[src/sv/met_pkg.sv]
package met_pkg;

  // Width of a point coordinate: 32-bit origin plus 10-bit index times 32-bit step.
  localparam int C_W = 43;

  localparam int MAX_COLS_DEF     = 1024;
  localparam int MAX_ROWS_DEF     = 1024;
  localparam int PALETTE_SIZE_DEF = 8;
  localparam int FRAC_BITS_DEF    = 28;
  localparam int QUEUE_DEPTH      = 2;

  localparam logic [23:0] BACKGROUND = 24'hFFFFFF;

  // Register indexes on the configuration port.
  localparam logic [2:0] REG_MIN_X      = 3'd0;
  localparam logic [2:0] REG_INC_X      = 3'd1;
  localparam logic [2:0] REG_MIN_Y      = 3'd2;
  localparam logic [2:0] REG_INC_Y      = 3'd3;
  localparam logic [2:0] REG_MAX_ITER   = 3'd4;
  localparam logic [2:0] REG_FILL_COLOR = 3'd5;
  localparam logic [2:0] REG_ESC_LIMIT  = 3'd6;

  typedef struct packed {
    logic signed [31:0] min_x;
    logic signed [31:0] inc_x;
    logic signed [31:0] min_y;
    logic signed [31:0] inc_y;
    logic [15:0]        max_iterations;
    logic [23:0]        fill_color;
    logic [6:0]         escape_limit_sq;
  } met_cfg_t;

  localparam met_cfg_t CFG_RESET = '{
    min_x:           32'shE0000000,
    inc_x:           32'sd1048576,
    min_y:           32'shE0000000,
    inc_y:           32'sd1048576,
    max_iterations:  16'd256,
    fill_color:      24'd0,
    escape_limit_sq: 7'd16
  };

  typedef struct packed {
    logic signed [C_W-1:0] cr;
    logic signed [C_W-1:0] ci;
    logic                  outside;
  } met_job_t;

  typedef enum logic [1:0] {
    S_IDLE,
    S_CHK,
    S_UPD,
    S_FIN
  } met_state_t;

  function automatic logic [23:0] met_palette(input logic [3:0] idx);
    logic [23:0] color;
    unique case (idx[2:0])
      3'd0:    color = 24'h04182B;
      3'd1:    color = 24'h5A8C8C;
      3'd2:    color = 24'hF2D99D;
      3'd3:    color = 24'h738585;
      3'd4:    color = 24'hAB1111;
      3'd5:    color = 24'h04182B;
      3'd6:    color = 24'h5A8C8C;
      3'd7:    color = 24'hF2D99D;
      default: color = 24'h04182B;
    endcase
    return color;
  endfunction

endpackage

[src/sv/met_front.sv]
module met_front #(
  parameter int MAX_COLS = met_pkg::MAX_COLS_DEF,
  parameter int MAX_ROWS = met_pkg::MAX_ROWS_DEF
) (
  input  logic              clk,
  input  logic              rst_n,
  input  met_pkg::met_cfg_t cfg,
  input  logic              in_valid,
  output logic              in_ready,
  input  logic [9:0]        in_col,
  input  logic [9:0]        in_row,
  output logic              push_valid,
  input  logic              push_ready,
  output met_pkg::met_job_t push_job
);

  logic              valid_r, valid_nxt;
  met_pkg::met_job_t job_r;
  met_pkg::met_job_t job_nxt;

  assign in_ready   = !valid_r || push_ready;
  assign push_valid = valid_r;
  assign push_job   = job_r;

  // Form the point exactly and flag pixels beyond the image.
  always_comb begin
    job_nxt.cr      = met_pkg::C_W'(cfg.min_x) +
                      met_pkg::C_W'($signed({1'b0, in_col})) * met_pkg::C_W'(cfg.inc_x);
    job_nxt.ci      = met_pkg::C_W'(cfg.min_y) +
                      met_pkg::C_W'($signed({1'b0, in_row})) * met_pkg::C_W'(cfg.inc_y);
    job_nxt.outside = (32'(in_col) >= MAX_COLS) || (32'(in_row) >= MAX_ROWS);
  end

  always_comb begin
    valid_nxt = valid_r;
    if (in_valid && in_ready) begin
      valid_nxt = 1'b1;
    end else if (push_ready) begin
      valid_nxt = 1'b0;
    end
  end

  always_ff @(posedge clk) begin
    if (!rst_n) begin
      valid_r <= 1'b0;
    end else begin
      valid_r <= valid_nxt;
    end
  end

  always_ff @(posedge clk) begin
    if (in_valid && in_ready) begin
      job_r <= job_nxt;
    end
  end

endmodule

[config.mk]
export PLATFORM = sky130hd
export DESIGN_NAME = met_front
export DESIGN_NICKNAME = d
export VERILOG_FILES = /design/src/sv/met_pkg.sv /design/src/sv/met_front.sv
export SDC_FILE = /design/constraint.sdc
export NUM_CORES = 2
export LEC_CHECK = 0
export ABC_AREA = 1
export BUFFER_PORTS_ARGS = -buffer_cell sky130_fd_sc_hd__buf_2
export CORE_ASPECT_RATIO = 0.8
export CORE_UTILIZATION = 40
export CTS_CLUSTER_SIZE = 10
export DETAILED_ROUTE_END_ITERATION = 12
export HOLD_SLACK_MARGIN = 0.05
export PLACE_DENSITY = 0.57
export SETUP_SLACK_MARGIN = 0.5
export SLEW_MARGIN = 10
export SYNTH_ARGS = -nofsm -noshare
export SYNTH_HDL_FRONTEND = slang
export SYNTH_SLANG_ARGS = --single-unit
[constraint.sdc]
create_clock -name clk -period 14.1 [get_ports clk]
set_input_delay 2.115 -clock clk [delete_from_list [all_inputs] [get_ports clk]]
set_output_delay 2.115 -clock clk [all_outputs]
set_load 0.01 [all_outputs]
==> results_dict.tcl <==
set metrics [dict create \
    fmax_mhz 137.2 \
    grt_max_degree 49 \
    min_path_type "reg2reg" \
    worstHoldEndpoint "push_valid" \
    cts_hold_buf 0 \
    rows 88 \
    synth-seq-cells 87 \
    fin_crit_sh_pct 51.70 \
    start_kind "input port" \
    viasPerCell 4.597 \
    maxSlewHeadroom_pct 43.42 \
    numCtsBuffers 9 \
    design.portCount 288 \
    synth_ff_type "edfxtp_1" \
    holdWs_ns 0.5491 \
    cpPeakStageDelay_ns 0.71 \
    setup_tns_ns 0 \
    clock_latency_ns 0.37 \
    wl_mm 77.84 \
    critPathKind "in2reg" \
    fillers 7645 \
    rr_startpoint "push_valid" \
    drive_above_1_share_pct 7.155 \
    dp.cells 5038 \
    crit_arrival_ns 7.41 \
    finalSetupViolCount 0 \
    cts_root_buf "clkbuf_16" \
    synth_nets 4970 \
    fin_worst_skew_ns 0.01212 \
    slowest_stage "fa_1" \
    outcome "completed" \
    final_area_mm2 0.03169 \
    ys_async_sr_fraction_pct 0 \
    grt_usage_pct 22.11 \
    slew_viol_final 0 \
    area_delta_synth_final_pct 7.751 \
    synth_area_leaders "fa_1, nand2_1, inv_1" \
    syn_avg_cell_area_um2 7.403 \
    clock-sinks 87 \
    hold_violations 0 \
    wl_per_cell_um 15.40 \
    worstRegToRegCells 3 \
    r2r_slack_ns 12.06 \
    core_area_mm2 0.07245 \
    initial_core_util_pct 40.60 \
    dieArea_mm2 0.07462 \
    fin_nets 5101 \
    ant_nets 0 \
    postCtsSetupBuffers 0 \
    die_h_um 244.5 \
    grt_pass1_wl_mm 129.3 \
    finalCriticalPeriod_ns 7.289 \
    synth_top_area_share_pct 41.52 \
    seq_area_frac_synth_pct 8.848 \
    cp_cell_sequence "buf_2 > nand2_1 > fa_1 > inv_1 > fa_1 > inv_1 > fa_1 > inv_1 > fa_1 > inv_1 > fa_1 > inv_1 > ha_1 > nand2_1 > nor2_1 > nand2_1 > nor2_1 > nand3_1 > nand4_1 > nand2_1" \
    die_w_um 305.2 \
    cpLargestDelayFamily "adder cells" \
    holdPathStages 2 \
    routabilityCongestion 0.9222 \
    hpwl_mm 67.60 \
    required_ns 14.22 \
    cts_tree "yes" \
    dr.pass1.iters 7 \
    synth_edf_count 86 \
    startpoint "in_row[2]" \
    yosys.area.top_type "fa_1" \
    place_area_mm2 0.03137 \
    overflow 0 \
    clk_pin_slew_ns 0.07 \
    drt-initial-drc-count 1556 \
    worstHoldStart "push_valid" \
    worstMarginPinSlew_ns 0.8487 \
    clockBufferDepth 2 \
    antenna_found_initial 6 \
    final_cells 5055 \
    grt_pass1_vias 24009 \
    crit_fanout 32 \
    maxCapViolations 0 \
    io_buffer_count 239 \
    dr_total_vias 23239 \
    postCtsResizedCells 0 \
    syn_area_mm2 0.02941 \
    synth_cell_types 32 \
    endpoint_kind "flip-flop" \
    syn_inst 3973 \
    rsz0062_at_grt "false" \
    drc_errors 0 \
    r2r_end "push_job[6]" \
    ys_warn_count 0 \
    htree_levels 3 \
    path_buf_inv 6 \
]
flip-flops by register name, indices dropped and copies added, names as in the netlist:
signal      flops
push_job       86
push_valid      1
cells by family after synthesis:
kind of cell    count (synthesis)  synth area share [%]
fa+ha+maj                     798                 49.52
flops                          87                 8.848
compound gates                 80                 1.659
buf+inv                      1389                 17.74
simple gates                 1575                 20.94
xor+xnor                       43                 1.280
other cells                     1               0.01275
area by class of cell:
class,instances,area [um^2],share of cell area (%)
tap,945,1182,3.731
antenna,1,2.502,0.007896
sequential,87,2603,8.212
inverter,1264,4745,14.97
clock inverter,5,82.58,0.2606
multi-input combinational,2497,21600,68.17
timing repair buffer,245,1241,3.916
clock buffer,11,232.7,0.7343
tightest hold or removal path: cells and delay by family, from the launching register on:
kind            cells  cell delay [ns]
flops               1             0.35
simple gates        1             0.09
compound gates      1             0.07
worst max-delay path by stage:
stage	to	cells past startpoint
final	push_job[41]	20
after CTS	push_job[41]	20
after detailed placement	push_job[41]	20
after floorplan	push_job[10]	2
after global routing	push_job[41]	20
after global placement	push_job[41]	20
cells in the mapped netlist (2+ instances only):
cell type,n
a21o_1,5
a21oi_1,52
and2_1,2
buf_1,7
clkbuf_1,117
edfxtp_1,86
fa_1,610
ha_1,188
inv_1,1261
inv_2,3
nand2_1,1295
nand2_2,10
nand3_1,77
nand3_2,4
nand3b_1,2
nand4_1,19
nor2_1,149
nor2_2,10
nor3_1,5
o21ai_0,7
o21bai_1,9
o21bai_2,3
o21bai_4,2
xnor2_1,9
xor2_1,34
cells in the final DEF (no fill, tap or decap):
cell type,instances
edfxtp_1,86
o21bai_4,2
xor2_1,34
nand3b_1,2
buf_2,239
buf_4,6
nor2_1,149
a21boi_0,1
nor2_4,1
inv_2,3
diode_2,1
o21bai_1,9
a21oi_4,1
o21ai_0,7
dfxtp_1,1
nand3_1,77
nand3_2,4
ha_1,188
nand2_1,1295
clkinvlp_4,3
clkbuf_16,9
conb_1,1
or2_1,1
o21bai_2,3
and2_1,2
a21oi_2,1
xnor2_1,9
nor3_1,5
clkbuf_1,2
fa_1,610
bufinv_16,2
nand2_2,10
nand4_1,19
a21o_1,5
nor2_2,10
inv_1,1261
a21oi_1,51
metrics by stage:
stage               setup slack [ns]  util [%]
finish                         6.811     43.74
global route                   6.521     43.74
CTS                            6.888     43.74
detailed placement             6.512     43.30
global placement               6.555     43.30
floorplan                      7.231         -
routing by layer:
metal  GRT usage (%)  share of wire, %  vias to the layer above
met2           32.35                40                      571
met5               0             0.068                        -
met4           3.340              0.93                        8
met1           34.88                52                    11292
li1                -                 -                    11316
met3           3.120               6.7                       52
Power is left out: the tool's default activity adds up to more than one toggle a clock period on the data nets, which glitch-free logic cannot reach.
