File: config.mk
export PLATFORM = sky130hd
export DESIGN_NAME = met_queue
export DESIGN_NICKNAME = d
export VERILOG_FILES = /design/src/sv/met_pkg.sv /design/src/sv/met_queue.sv
export SDC_FILE = /design/constraint.sdc
export NUM_CORES = 1
export LEC_CHECK = 0
export BUFFER_PORTS_ARGS = -buffer_cell sky130_fd_sc_hd__buf_2
export CAP_MARGIN = 5
export CORE_AREA = 4 4 41 43
export DETAILED_ROUTE_END_ITERATION = 16
export DIE_AREA = 0 0 45 47
export PLACE_DENSITY = 0.51
export SLEW_MARGIN = 20
export SYNTH_ARGS = -nofsm -noshare
export SYNTH_HDL_FRONTEND = slang
export SYNTH_SLANG_ARGS = --single-unit
File: constraint.sdc
create_clock -name clk -period 3.4 [get_ports clk]
set_clock_uncertainty 0.05 [all_clocks]
set_input_delay 0.68 -clock clk [delete_from_list [all_inputs] [get_ports clk]]
set_output_delay 0.68 -clock clk [all_outputs]
set_load 0.005 [all_outputs]
File: src/sv/met_pkg.sv
package met_pkg;

  // Width of a point coordinate: 32-bit origin plus 10-bit index times 32-bit step.
  localparam int C_W = 43;

  localparam int MAX_COLS_DEF     = 1024;
  localparam int MAX_ROWS_DEF     = 1024;
  localparam int PALETTE_SIZE_DEF = 8;
  localparam int FRAC_BITS_DEF    = 28;
  localparam int QUEUE_DEPTH      = 2;

  localparam logic [23:0] BACKGROUND = 24'hFFFFFF;

  // Register indexes on the configuration port.
  localparam logic [2:0] REG_MIN_X      = 3'd0;
  localparam logic [2:0] REG_INC_X      = 3'd1;
  localparam logic [2:0] REG_MIN_Y      = 3'd2;
  localparam logic [2:0] REG_INC_Y      = 3'd3;
  localparam logic [2:0] REG_MAX_ITER   = 3'd4;
  localparam logic [2:0] REG_FILL_COLOR = 3'd5;
  localparam logic [2:0] REG_ESC_LIMIT  = 3'd6;

  typedef struct packed {
    logic signed [31:0] min_x;
    logic signed [31:0] inc_x;
    logic signed [31:0] min_y;
    logic signed [31:0] inc_y;
    logic [15:0]        max_iterations;
    logic [23:0]        fill_color;
    logic [6:0]         escape_limit_sq;
  } met_cfg_t;

  localparam met_cfg_t CFG_RESET = '{
    min_x:           32'shE0000000,
    inc_x:           32'sd1048576,
    min_y:           32'shE0000000,
    inc_y:           32'sd1048576,
    max_iterations:  16'd256,
    fill_color:      24'd0,
    escape_limit_sq: 7'd16
  };

  typedef struct packed {
    logic signed [C_W-1:0] cr;
    logic signed [C_W-1:0] ci;
    logic                  outside;
  } met_job_t;

  typedef enum logic [1:0] {
    S_IDLE,
    S_CHK,
    S_UPD,
    S_FIN
  } met_state_t;

  function automatic logic [23:0] met_palette(input logic [3:0] idx);
    logic [23:0] color;
    unique case (idx[2:0])
      3'd0:    color = 24'h04182B;
      3'd1:    color = 24'h5A8C8C;
      3'd2:    color = 24'hF2D99D;
      3'd3:    color = 24'h738585;
      3'd4:    color = 24'hAB1111;
      3'd5:    color = 24'h04182B;
      3'd6:    color = 24'h5A8C8C;
      3'd7:    color = 24'hF2D99D;
      default: color = 24'h04182B;
    endcase
    return color;
  endfunction

endpackage

File: src/sv/met_queue.sv
module met_queue #(
  parameter int WIDTH = 1,
  parameter int DEPTH = met_pkg::QUEUE_DEPTH
) (
  input  logic             clk,
  input  logic             rst_n,
  input  logic             push_valid,
  output logic             push_ready,
  input  logic [WIDTH-1:0] push_data,
  output logic             pop_valid,
  input  logic             pop_ready,
  output logic [WIDTH-1:0] pop_data
);

  localparam int PTR_W = (DEPTH > 1) ? $clog2(DEPTH) : 1;
  localparam int CNT_W = $clog2(DEPTH + 1);

  logic [WIDTH-1:0] mem_r [DEPTH];
  logic [PTR_W-1:0] wr_ptr_r, wr_ptr_nxt;
  logic [PTR_W-1:0] rd_ptr_r, rd_ptr_nxt;
  logic [CNT_W-1:0] cnt_r, cnt_nxt;
  logic             do_push, do_pop;

  assign push_ready = (cnt_r != CNT_W'(DEPTH));
  assign pop_valid  = (cnt_r != '0);
  assign pop_data   = mem_r[rd_ptr_r];
  assign do_push    = push_valid && push_ready;
  assign do_pop     = pop_valid && pop_ready;

  always_comb begin
    wr_ptr_nxt = wr_ptr_r;
    rd_ptr_nxt = rd_ptr_r;
    cnt_nxt    = cnt_r;
    if (do_push) begin
      wr_ptr_nxt = (wr_ptr_r == PTR_W'(DEPTH - 1)) ? '0 : wr_ptr_r + PTR_W'(1);
    end
    if (do_pop) begin
      rd_ptr_nxt = (rd_ptr_r == PTR_W'(DEPTH - 1)) ? '0 : rd_ptr_r + PTR_W'(1);
    end
    if (do_push && !do_pop) begin
      cnt_nxt = cnt_r + CNT_W'(1);
    end else if (do_pop && !do_push) begin
      cnt_nxt = cnt_r - CNT_W'(1);
    end
  end

  always_ff @(posedge clk) begin
    if (!rst_n) begin
      wr_ptr_r <= '0;
      rd_ptr_r <= '0;
      cnt_r    <= '0;
    end else begin
      wr_ptr_r <= wr_ptr_nxt;
      rd_ptr_r <= rd_ptr_nxt;
      cnt_r    <= cnt_nxt;
    end
  end

  always_ff @(posedge clk) begin
    if (do_push) begin
      mem_r[wr_ptr_r] <= push_data;
    end
  end

`ifndef SYNTHESIS
  a_cnt_bound: assert property (@(posedge clk) disable iff (!rst_n)
    cnt_r <= CNT_W'(DEPTH))
    else $error("queue fill count beyond depth");
`endif

endmodule

==> metrics.md, run 1 <==
| Metric | Value |
|---|---|
| Req. time, crit path | `between 2 and 3 ns` |
| GP Congestion | `0.741` |
| Num rows | `13` |
| Layout cell share with drive strength beyond 1 | `between 30 and 40%` |
| Iteration-0 DRC count of the detailed router | `1` |
| Yosys Warn Count | `0` |
| Met1 usage | `under 10%` |
| Synthesized area | `314 sq um` |
| Achievable frequency | `0.564 GHz` |
| Hold buffers post-CTS | `0` |
| Remaining DRCs | `0` |
| Min cycle time layout | `1.77 ns` |
| Clk pin slew, worst setup/hold paths | `approximately 0.050 ns` |
| Total of max-cap violations | `0` |
| Arrival time worst endpoint | `1.04 ns` |
| Post-synthesis cell type count | `18` |
| Die height | `47 um` |
| Unrepaired setup endpoints after global routing | `false` |
| Commonest non-fill, non-tap cells in the layout | `buf_2, dfxtp_1, and2_1` |
| Syn nets | `33` |
| WL final | `roughly 520 um` |
| Root Driver | `clkbuf_4` |
| VDD IR-drop max | `0.225 mV` |
| TNS Setup | `0 ns` |
| Core Footprint | `1300 sq um` |
| FF+latch area | `160 sq um` |
| Pre-Repair DR Iteration Count | `2` |
| Average wire per cell in the routed design | `9.85 um` |
| Routed vias | `between 200 and 250` |
| Initial antenna violation count | `0` |
| H-tree depth | `1` |
| Resized Gates After CTS | `0` |
| Cell area after layout | `a little under 400 sq um` |
| Hold WC Path Type | `reg -> reg` |
| Fillers | `153` |
| Critical Path End Type | `output port` |
| Total gr overflow | `0` |
| Critical path fanouts, max | `5` |
| Pin count of the biggest net entering global routing | `6` |
| Nets | `45` |
| Area of the multi-input gates | `~150 sq um` |
| Port buffer count | `7` |
| Met2 Resource Use GR | `10.2%` |
| Antenna cells | `0` |
| Syn-to-layout area delta | `25.5%` |
| Post CTS Setup Buffer Count | `0` |
| Tot GR Track Use | `7.21%` |
| Hold Violations, Final | `0` |
| Vias per cell | `4.47` |
| Die W | `between 40 and 50 um` |
| Met3 Usage GRT | `3.45%` |
| Routed Antenna Nets | `0` |
| Mean post-synth cell area | `~12 sq um` |
| Deepest clock path buffer count | `2` |
| Sink Count | `7` |
| Vias in the first global route | `roughly 270` |
| Pwr dens | `824 nW/um^2` |
| First-pass GRT wire length | `1.00 mm` |
| Fin. max-slew vios | `0` |
| Outcome | `finished clean` |
| Mapped Cells | `27` |
| Final Cycle Share | `52.2%` |
| Overall power | `~320 uW` |
| Most used routing layer | `met2` |
| CTS tree | `built` |
| Slew margin rel. | `86.8%` |
| Initial core utilization | `between 20% and 30%` |
| # setup viols final | `0` |
| Leading cell type in the layout, fill and taps excluded | `buf_2` |
| Crit Path Class | `reg -> out` |
| Register area share after synthesis | `51.0%` |
| Num ports | `8` |
| Yosys reg bits | `7` |
| Number of buffers created by CTS | `3` |
| Worst Tran Pin Value | `0.196 ns` |
| Startpoint Class | `flop` |
| Placed Area | `between 300 and 400 sq um` |
| Clock latency at the later pin of the worst-skew pair | `0.25 ns` |
| P_leak | `approximately 0.00017 uW` |
| Die ar. | `2120 sq um` |
[power breakdown]
part | switching, uW | internal [uW]
Combinational | 46.1 | 70.1
Sequential | 20.4 | 111
Clock | 32.1 | 44.9
[synth_stat cells]
library cell,n,share of area (%)
a21bo_2,1,3.2
a21boi_0,1,2.4
a21boi_1,1,2.4
and2_1,4,8.0
and3_1,1,2.0
dfxtp_1,5,32
edfxtp_1,2,19
ha_1,1,4.0
inv_1,1,1.2
mux2_2,1,3.6
nand2b_4,1,4.4
nand3b_1,1,2.4
o21ai_0,1,1.6
o21ai_1,1,1.6
or2_2,1,2.0
or3_1,1,2.0
xnor2_1,2,5.6
xor2_1,1,2.8
[logic make-up (layout without fill, tap and decap cells)]
family / Yosys count / count (layout) / share of synthesized area (%)
AND/OR/NAND/NOR: 9 / 9 / 20.7
flip-flops: 7 / 7 / 51.0
AO/OA/AOI/OAI: 5 / 5 / 11.2
XOR/XNOR: 3 / 3 / 8.37
adder cells (fa/ha/maj): 1 / 1 / 3.98
multiplexers: 1 / 1 / 3.59
buffers and inverters: 1 / 12 / 1.19
[layout make-up]
type                    instances  area share (%)
multi-input cells              19            38.1
flip-flops and latches          7            40.6
well taps                      15            4.76
inverters                       1           0.952
repair buffers                  7            8.89
clock buffers                   4            6.67
[through the flow]
| step | utilization, % | worst slack (ns) | hold slack, ns | cells |
|---|---|---|---|---|
| floorplan | - | 1.71 | 0.462 | 27 |
| global placement | 28.3 | 1.55 | 0.479 | 49 |
| detailed placement | 28.3 | 1.52 | 0.504 | 49 |
| CTS | 30.3 | 1.61 | 0.515 | 53 |
| global route | 30.3 | 1.57 | 0.554 | 53 |
| finish | 30.3 | 1.63 | 0.515 | 53 |
[critical path, cell delays in order, from the launching register on]
cell and delay [ns]:
dfxtp_1 0.35, or2_2 0.31, buf_2 0.13
[path summary, 6_finish.rpt]
kind	from	to	slack, ns	cells past startpoint
worst min-delay path	cnt_r[1]$_SDFFE_PN0P_	cnt_r[1]$_SDFFE_PN0P_	0.51	2
worst max register to register	cnt_r[0]$_SDFFE_PN0P_	cnt_r[1]$_SDFFE_PN0P_	1.78	5
worst max-delay path	cnt_r[1]$_SDFFE_PN0P_	pop_valid	1.63	2
worst min register to register	cnt_r[1]$_SDFFE_PN0P_	cnt_r[1]$_SDFFE_PN0P_	0.51	2
[metal layers]
| layer | vias up | wire length, um | part of all wire [%] |
|---|---|---|---|
| met5 | - | 0 | 0 |
| met3 | 4 | 36 | 6.9 |
| met4 | 0 | 23 | 4.4 |
| met2 | 8 | 229 | 44 |
| met1 | 110 | 233 | 45 |
| li1 | 115 | - | - |
Power figures use the tool's default switching activity.
==> run 2: changes to the inputs <==
--- a/config.mk
+++ b/config.mk
@@ -5,12 +5,13 @@
 export SDC_FILE = /design/constraint.sdc
 export NUM_CORES = 1
 export LEC_CHECK = 0
+export ABC_AREA = 1
 export BUFFER_PORTS_ARGS = -buffer_cell sky130_fd_sc_hd__buf_2
 export CAP_MARGIN = 5
 export CORE_AREA = 4 4 41 43
 export DETAILED_ROUTE_END_ITERATION = 16
 export DIE_AREA = 0 0 45 47
-export PLACE_DENSITY = 0.51
+export PLACE_DENSITY = 0.52
 export SLEW_MARGIN = 20
 export SYNTH_ARGS = -nofsm -noshare
 export SYNTH_HDL_FRONTEND = slang
==> constraint.sdc (replaced) <==
create_clock -name clk -period 1.7 [get_ports clk]
set_clock_uncertainty 0.05 [all_clocks]
set_input_delay 0.34 -clock clk [delete_from_list [all_inputs] [get_ports clk]]
set_output_delay 0.34 -clock clk [all_outputs]
set_load 0.005 [all_outputs]
==> run 2 against run 1 <==
Final cell count rose by 25%; sequential share of layout area fell by 0.88 points; synthesized cell count rose by 48%; largest cell class unchanged; worst hold slack got worse by 0.28 ns; non-clock buffer count did not move; flip-flop and latch count did not move; sequential power rose by 93%; combinational power rose by 110%; wire length rose by 5.2%; global-route usage fell by 1.0 points; critical path type unchanged.
==> metrics.md, run 2 <==
| Metric | Value |
|---|---|
| Total of max-cap violations | `0` |
| Unrepaired setup endpoints after global routing | `false` |
| Post-synthesis cell type count | `16` |
| Sink Count | `7` |
| Hold buffers post-CTS | `0` |
| Top cells by instance count after synthesis | `nor2_1, nand2_1, inv_1` |
| Routed Antenna Nets | `0` |
| Initial core utilization | `24.8%` |
| Tot GR Track Use | `6.20%` |
| Post-synth EDFFs | `2` |
| CP Depth | `2` |
| Pre-Repair DR Iteration Count | `2` |
| Layout cell share with drive strength beyond 1 | `between 20% and 30%` |
| Mapped Cells | `40` |
| Vias per cell | `3.89` |
| Crit Path Class | `reg -> out` |
| Post CTS Setup Buffer Count | `0` |
| Number of buffers created by CTS | `3` |
| Top delay family on crit path | `flip-flops` |
| Slew margin rel. | `approximately nine tenths` |
| CTS tree | `built` |
| Register area share after synthesis | `between 40% and 50%` |
| Core Footprint | `1300 sq um` |
| WL final | `549 um` |
| Average wire per cell in the routed design | `8.32 um` |
| Die height | `approximately 47 um` |
| Nets | `58` |
| Top_reg_cell synth | `dfxtp_1` |
| Top-count cell post-synth | `nor2_1` |
| Hold WC Path Type | `in -> reg` |
| Yosys Warn Count | `0` |
| Yosys reg bits | `7` |
| Num ports | `8` |
| Commonest non-fill, non-tap cells in the layout | `nor2_1, nand2_1, buf_2` |
| Largest family of logic cells by synthesized area | `simple AND/OR/NAND/NOR gates` |
| Critical Path End Type | `output port` |
| Asr flop ratio synth | `0%` |
| Pwr dens | `1600 nW/um^2` |
| Leading cell type in the layout, fill and taps excluded | `nor2_1` |
| # setup viols final | `0` |
| TNS Setup | `0 ns` |
| Clock latency at the later pin of the worst-skew pair | `0.24 ns` |
| Mux cell area share after synthesis | `3.49%` |
| Deepest clock path buffer count | `2` |
| Adder-cell share of the synthesized area | `3.88%` |
| Worst R2R Path Depth | `10` |
| First-pass GRT wire length | `869 um` |
| Arrival time worst endpoint | `1.01 ns` |
| CP max stage cell | `dfxtp_1` |
| Share of the synthesized area in the top cell type | `a little under a third` |
| Iteration-0 DRC count of the detailed router | `2` |
| Num rows | `13` |
| Port buffer count | `7` |
| Pin count of the biggest net entering global routing | `6` |
| Worst path max stage delay | `0.32 ns` |
| Synth Area in Compound Gates | `6.98%` |
| Req. time, crit path | `about 1.3 ns` |
| Achievable frequency | `0.714 GHz` |
| Antenna cells | `0` |
| Hold Violations, Final | `0` |
| Remaining DRCs | `0` |
| Clk pin slew, worst setup/hold paths | `0.05 ns` |
| Syn-to-layout area delta | `24.8%` |
| Total gr overflow | `0` |
| Vias in the first global route | `between 200 and 250` |
| Routed vias | `257` |
| Worst path cell trace | `mux2_2 -> buf_2` |
| H-tree depth | `1` |
| Startpoint Class | `flop` |
| Worst Tran Pin Value | `0.156 ns` |
| Final Cycle Share | `82.4%` |
| Resized Gates After CTS | `0` |
| CP bufs+invs | `1` |
| Overall power | `646 uW` |
| Mean post-synth cell area | `8.07 sq um` |
| Synthesized area | `323 sq um` |
| Post-Synth XOR/XNOR Area | `0%` |
| Syn nets | `46` |
| Post-DP HPWL | `435 um` |
| Placed Area | `377 sq um` |
| Cell area after layout | `403 sq um` |
| VDD IR-drop max | `0.638 mV` |
| GP Congestion | `around 0.7` |
| Initial antenna violation count | `0` |
| Die ar. | `about 2100 sq um` |
| Outcome | `finished clean` |
| P_leak | `0.000193 uW` |
| Min cycle time layout | `1.40 ns` |
| Synth area leaders | `dfxtp_1, edfxtp_1, nor2_1` |
| Die W | `about 45 um` |
| Root Driver | `clkbuf_4` |
| Fin. max-slew vios | `0` |
| Worst hold stages | `1` |
| Critical path fanouts, max | `1` |
| Area share of and/or/nand/nor cells after synthesis | `26.4%` |
| Cell taking the most area after synthesis | `dfxtp_1` |
-- run 2: changes by cell type in the layout (fill, tap and decap cells not counted), sizes merged, moves of 2 or more --
cell    delta
inv        +6
nand2      +9
a21boi     -2
xnor2      -2
and2       -4
nor2       +8
-- run 2: worst paths after layout --
| kind | start | to | slack [ns] |
|---|---|---|---|
| setup / recovery | flop | pop_data | 0.30 |
| hold / removal | push_data | mem_r[1]$_DFFE_PP_ | 0.24 |
| setup reg to reg | cnt_r[0]$_SDFFE_PN0P_ | cnt_r[1]$_SDFFE_PN0P_ | 0.32 |
| hold reg to reg | rd_ptr_r$_SDFFE_PN0P_ | flop | 0.46 |
-- run 2: worst register-to-register path, delay by kind of cell (launching register included) --
kind                       cells  cell delay (ns)
and+or+nand+nor                5             0.38
DFF                            1             0.32
adders and majority gates      1             0.31
buffers and inverters          4             0.25
-- run 2: logic make-up (layout without fill, tap and decap cells) --
kind of cell	Yosys count	count (layout)
compound gates	4	4
fa+ha+maj	1	1
buf+inv	8	19
flops	7	7
mux	1	1
simple gates	19	19
-- run 2: through the flow --
step	util (%)	worst slack (ns)	hold slack [ns]	instances
2_1_floorplan	-	0.415	0.389	40
3_3_place_gp	28.9	0.343	0.438	62
3_5_place_dp	28.9	0.332	0.439	62
4_1_cts	31.0	0.279	0.229	66
5_1_grt	31.0	0.182	0.223	66
6_report	31.0	0.299	0.238	66
-- run 2: metal layers --
layer | routed length, um | track usage, % | up-vias
met5 | 0 | 0 | -
met4 | 0 | 7.02 | 0
met3 | 32 | 2.68 | 0
met2 | 258 | 8.19 | 4
met1 | 258 | 6.94 | 107
li1 | - | - | 146
-- run 2: layout make-up --
cell class	instances	area [sq um]
fillers	146	898
multi-input cells	25	131
flip-flops and latches	7	160
well taps	15	18.8
inverters	8	31.3
repair buffers	7	35.0
clock buffers	4	26.3
-- run 2: power breakdown --
part           total [uW]  leakage, uW  switching, uW  internal (uW)
logic                 246     0.000118            141            105
clock network         146    0.0000150           56.7           89.3
registers             253    0.0000601           32.4            221
